File: src/hdl/ffha_ram.sv
// Generic single-port-write, single-port-read RAM with registered read.
module ffha_ram #(
   parameter int WIDTH = 8,
   parameter int DEPTH = 64
) (
   input  logic                     clock,
   input  logic                     wr_en,
   input  logic [$clog2(DEPTH)-1:0] wr_addr,
   input  logic [WIDTH-1:0]         wr_data,
   input  logic [$clog2(DEPTH)-1:0] rd_addr,
   output logic [WIDTH-1:0]         rd_data
);

   logic [WIDTH-1:0] mem [DEPTH];

   always_ff @(posedge clock) begin
      if (wr_en) begin
         mem[wr_addr] <= wr_data;
      end
      rd_data <= mem[rd_addr];
   end

endmodule

File: config.mk
export PLATFORM = sky130hd
export DESIGN_NAME = ffha_ram
export DESIGN_NICKNAME = d
export VERILOG_FILES = /design/src/hdl/ffha_ram.sv
export SDC_FILE = /design/constraint.sdc
export NUM_CORES = 1
export LEC_CHECK = 0
export BUFFER_PORTS_ARGS = -buffer_cell sky130_fd_sc_hd__buf_2
export CORE_AREA = 2 2 306 157
export CTS_CLUSTER_SIZE = 16
export DETAILED_ROUTE_END_ITERATION = 7
export DIE_AREA = 0 0 308 159
export SYNTH_ARGS = -nofsm -noshare
export SYNTH_HDL_FRONTEND = slang
export SYNTH_SLANG_ARGS = --single-unit
File: constraint.sdc
create_clock -name clock -period 5.1 [get_ports clock]
set_input_delay 0.255 -clock clock [delete_from_list [all_inputs] [get_ports clock]]
set_output_delay 0.255 -clock clock [all_outputs]
set_load 0.05 [all_outputs]
== Word-level counts from Yosys, hierarchy flattened ==
Memories as Yosys holds them, arrays and structs flattened. A register that Yosys moved wholly into a read port is not among the register bits.
Cells that the tools add are included.

* Memories kept: 1
* RAM bits: 512
* Output and inout port bits: 8
* Word-level logic and storage cells: 3
* Register bits: 0
* Input port bits: 22

{| class="wikitable"
|+ Memories
! memory !! depth !! width !! rd ports !! clocked after Yosys merged registers in !! wr ports !! line !! text
|-
| mem || 64 || 8 || 1 || 1 || 1 || 14 || <nowiki>logic [WIDTH-1:0] mem [DEPTH];</nowiki>
|}

* Muxes and demuxes: 2

{| class="wikitable"
|+ Operators with widths
! cell !! count
|-
| $mux 1 || 2
|}

== Logic depth before layout (Yosys ltp) ==
* Word-level depth: 2
* Gate-level depth with buffers: 9
* Depth with buffers taken out: 5

== Worst setup path after synthesis ==
Ideal clock, no wire load.

* Kind: input -> register
* From: in rd_addr[1]
* To: reg rd_data[3], read port of mem
* Data required time: 4.972 ns
* Setup time: 0.128 ns
* Path buffers: 3
* Slack: 3.177 ns
* Stages on the path: 7
* Arrival time: 1.795 ns
* Path through: buf_4 buf_2 buf_2 mux4_2 mux4_2 o21ai_1 o41ai_1

{| class="wikitable"
|+ RTL lines
! element !! line !! text
|-
| start: declaration || 10 || <nowiki>input logic [$clog2(DEPTH)-1:0] rd_addr,</nowiki>
|-
| end: declaration || 11 || <nowiki>output logic [WIDTH-1:0] rd_data</nowiki>
|}

==> run metrics <==
share of cells above drive strength 1=25.1%; crit path time final=2.58 ns; CP cell instances=buf_4, mux4_2, mux2_2, a221oi_1, o2bb2ai_1; CP Data Required Time=5.53 ns; Worst Path Arrival=3.01 ns; CP peak stage delay=0.90 ns; post-synth top area share=76.2%; fin nets=1009; Non-Filler Instances=1628; Synth Instances=940; number of global-route vias before repair=9296; Worst setup EP type=flop; Routability Congestion=0.772; Max FO, Critical Path=59; cell accounting for the most synthesized area=edfxtp_1; P_leak=0.00689 uW; via count=9677; area grow syn2layout=11.0%; PwrDens=387 nW/um^2; pre-CTS WS=1.91 ns; Die X=308 um; CTS Buf Count=44; crit start category=primary input; first-pass GRT wire length=69.6 mm; post-detail-place hpwl=30.0 mm; vias per cell=5.94; gr usage total=20.0%; most common cell after layout, fill and taps aside=edfxtp_1; fmax=387 MHz; register area=15500 um^2; post-synth cell types=40; fill cell count=3727; Final Max Slew Viols=0; sequential cell area fraction in the yosys report=77.0%; Core Rows=56; DR WL/cell=29.8 um; critical path class=in2reg; final cell area excluding filler cells=22400 um^2; RSZ-0062 raised after global routing=no; crit path max-delay cell type=a221oi_1; clock tree root buffer cell=clkbuf_16; Worst Hold Class=in2reg; final setup violation count=0; largest net degree at the start of global routing=66; remaining antenna violation count=0; Worst-Margin Slew=1.09 ns; die area=49000 um^2; # placed instances=1550; status=complete, no violations; placed inst area=21000 um^2; Post-CTS Hold Fix Bufs=0; post-synthesis cell area=20200 um^2; Port Buffer Count=29; multi-input logic area=4320 um^2; initial antenna violation count=1; Final Worst Setup Slack=2.52 ns; Mean Syn Cell Area=21.5 um^2; most frequent cells in the layout=edfxtp_1 (512), mux4_2 (126), nor2_1 (83); r2r setup slk=2.75 ns; DR iter-0 viols=1264; Placeable Area=46200 um^2; Pwr Total=8670 uW; max_slew headroom=27.2%; Final Hold Violating Endpoints=0; clk_skew=0.0189 ns; I/O pins=30; Die H=159 um; initial core utilization=43.6%; drt total wl=48.5 mm; largest cells by area after synthesis=edfxtp_1 (76%), mux4_2 (14%), nor2_1 (1.5%); clk slew on worst S/H paths=0.07 ns; clk buf depth=3; TritonCTS Sinks=520; antenna cell count=0; post-route setup TNS=0 ns; H-tree depth=2; register bit total from synthesis=520; # Post-CTS Setup Buffers=0; Max-Cap Viols=0; VDD IR max=0.241 mV; # DRC=0; GR Overflow Total=0; worst skew pair latency=0.57 ns; router iterations before antenna repair=5; Tcrit/Tclk final=50.7%; yosys warns=0; TritonCTS clock tree=built; Syn Nets=962; post-cts sizing count=0
## cells by family after synthesis
family	after synthesis	synth area share, %
AOI/OAI and AO/OA	54	2.07
muxes	162	15.9
DFF	520	77.0
buffers and inverters	51	1.57
and+or+nand+nor	153	3.39
## flip-flops by register name, indices dropped and copies added (netlist names)
| register | count |
|---|---|
| mem | 512 |
| rd_data | 8 |
## area by class of cell
type,count,area share (%)
multi-input combinational,369,19.3
timing repair buffer,52,1.54
tap,609,3.40
sequential,520,69.4
clock inverter,20,1.02
clock buffer,58,5.38
## layer usage
| metal | share of wire (%) | wire length (um) | GRT usage [%] |
|---|---|---|---|
| met2 | 39 | 18900 | 24.6 |
| met3 | 9.8 | 4740 | 6.30 |
| met1 | 50 | 24000 | 34.1 |
| met4 | 1.6 | 795 | 3.75 |
| met5 | 0.037 | 18 | 0 |
## path summary, 6_finish.rpt
path / depth (start not counted) / to / start
worst max-delay path: 5 / rd_data[1]$_DFF_P_ / rd_addr[1]
worst min-delay path: 3 / rd_data[1]$_DFF_P_ / rd_addr[5]
worst max register to register: 4 / rd_data[1]$_DFF_P_ / mem[45][1]$_DFFE_PP_
worst min register to register: 5 / rd_data[1]$_DFF_P_ / mem[60][1]$_DFFE_PP_
## critical path: cells and delay by family
kind            cells  cell delay (ns)
buf+inv             1             0.70
compound gates      2             1.05
mux                 2             0.93
## cells in the mapped netlist, drive strengths merged
cell type	number
o221ai	8
nor2b	14
o21a	2
buf	34
o22ai	8
a211oi	4
nand2	19
nand3	13
o311ai	1
nand4b	1
a2111oi	2
o221a	2
a31oi	1
o32ai	2
nor3	7
dfxtp	8
a221oi	6
clkbuf	17
mux4	126
nand2b	7
o41ai	2
o21ai	4
mux2i	23
nand4	2
or3	1
and2	1
nor2	83
edfxtp	512
o2bb2ai	3
o2111ai	3
a21oi	3
nor4	2
mux2	13
a22oi	3
nand3b	3
## where the power goes
group | switching (uW) | internal [uW] | total (uW) | leakage, uW
clock network | 1530 | 1920 | 3460 | 0.000699
registers | 17.0 | 4730 | 4740 | 0.00467
logic | 310 | 163 | 473 | 0.00151
## stage by stage
| stage | hold WS, ns | utilization, % |
|---|---|---|
| global route | 0.166 | 48.4 |
| detailed placement | 0.737 | 45.3 |
| global placement | 0.747 | 45.3 |
| finish | 0.160 | 48.4 |
| floorplan | 0.354 | - |
| CTS | 0.131 | 48.4 |
Power figures use the tool's default switching activity.
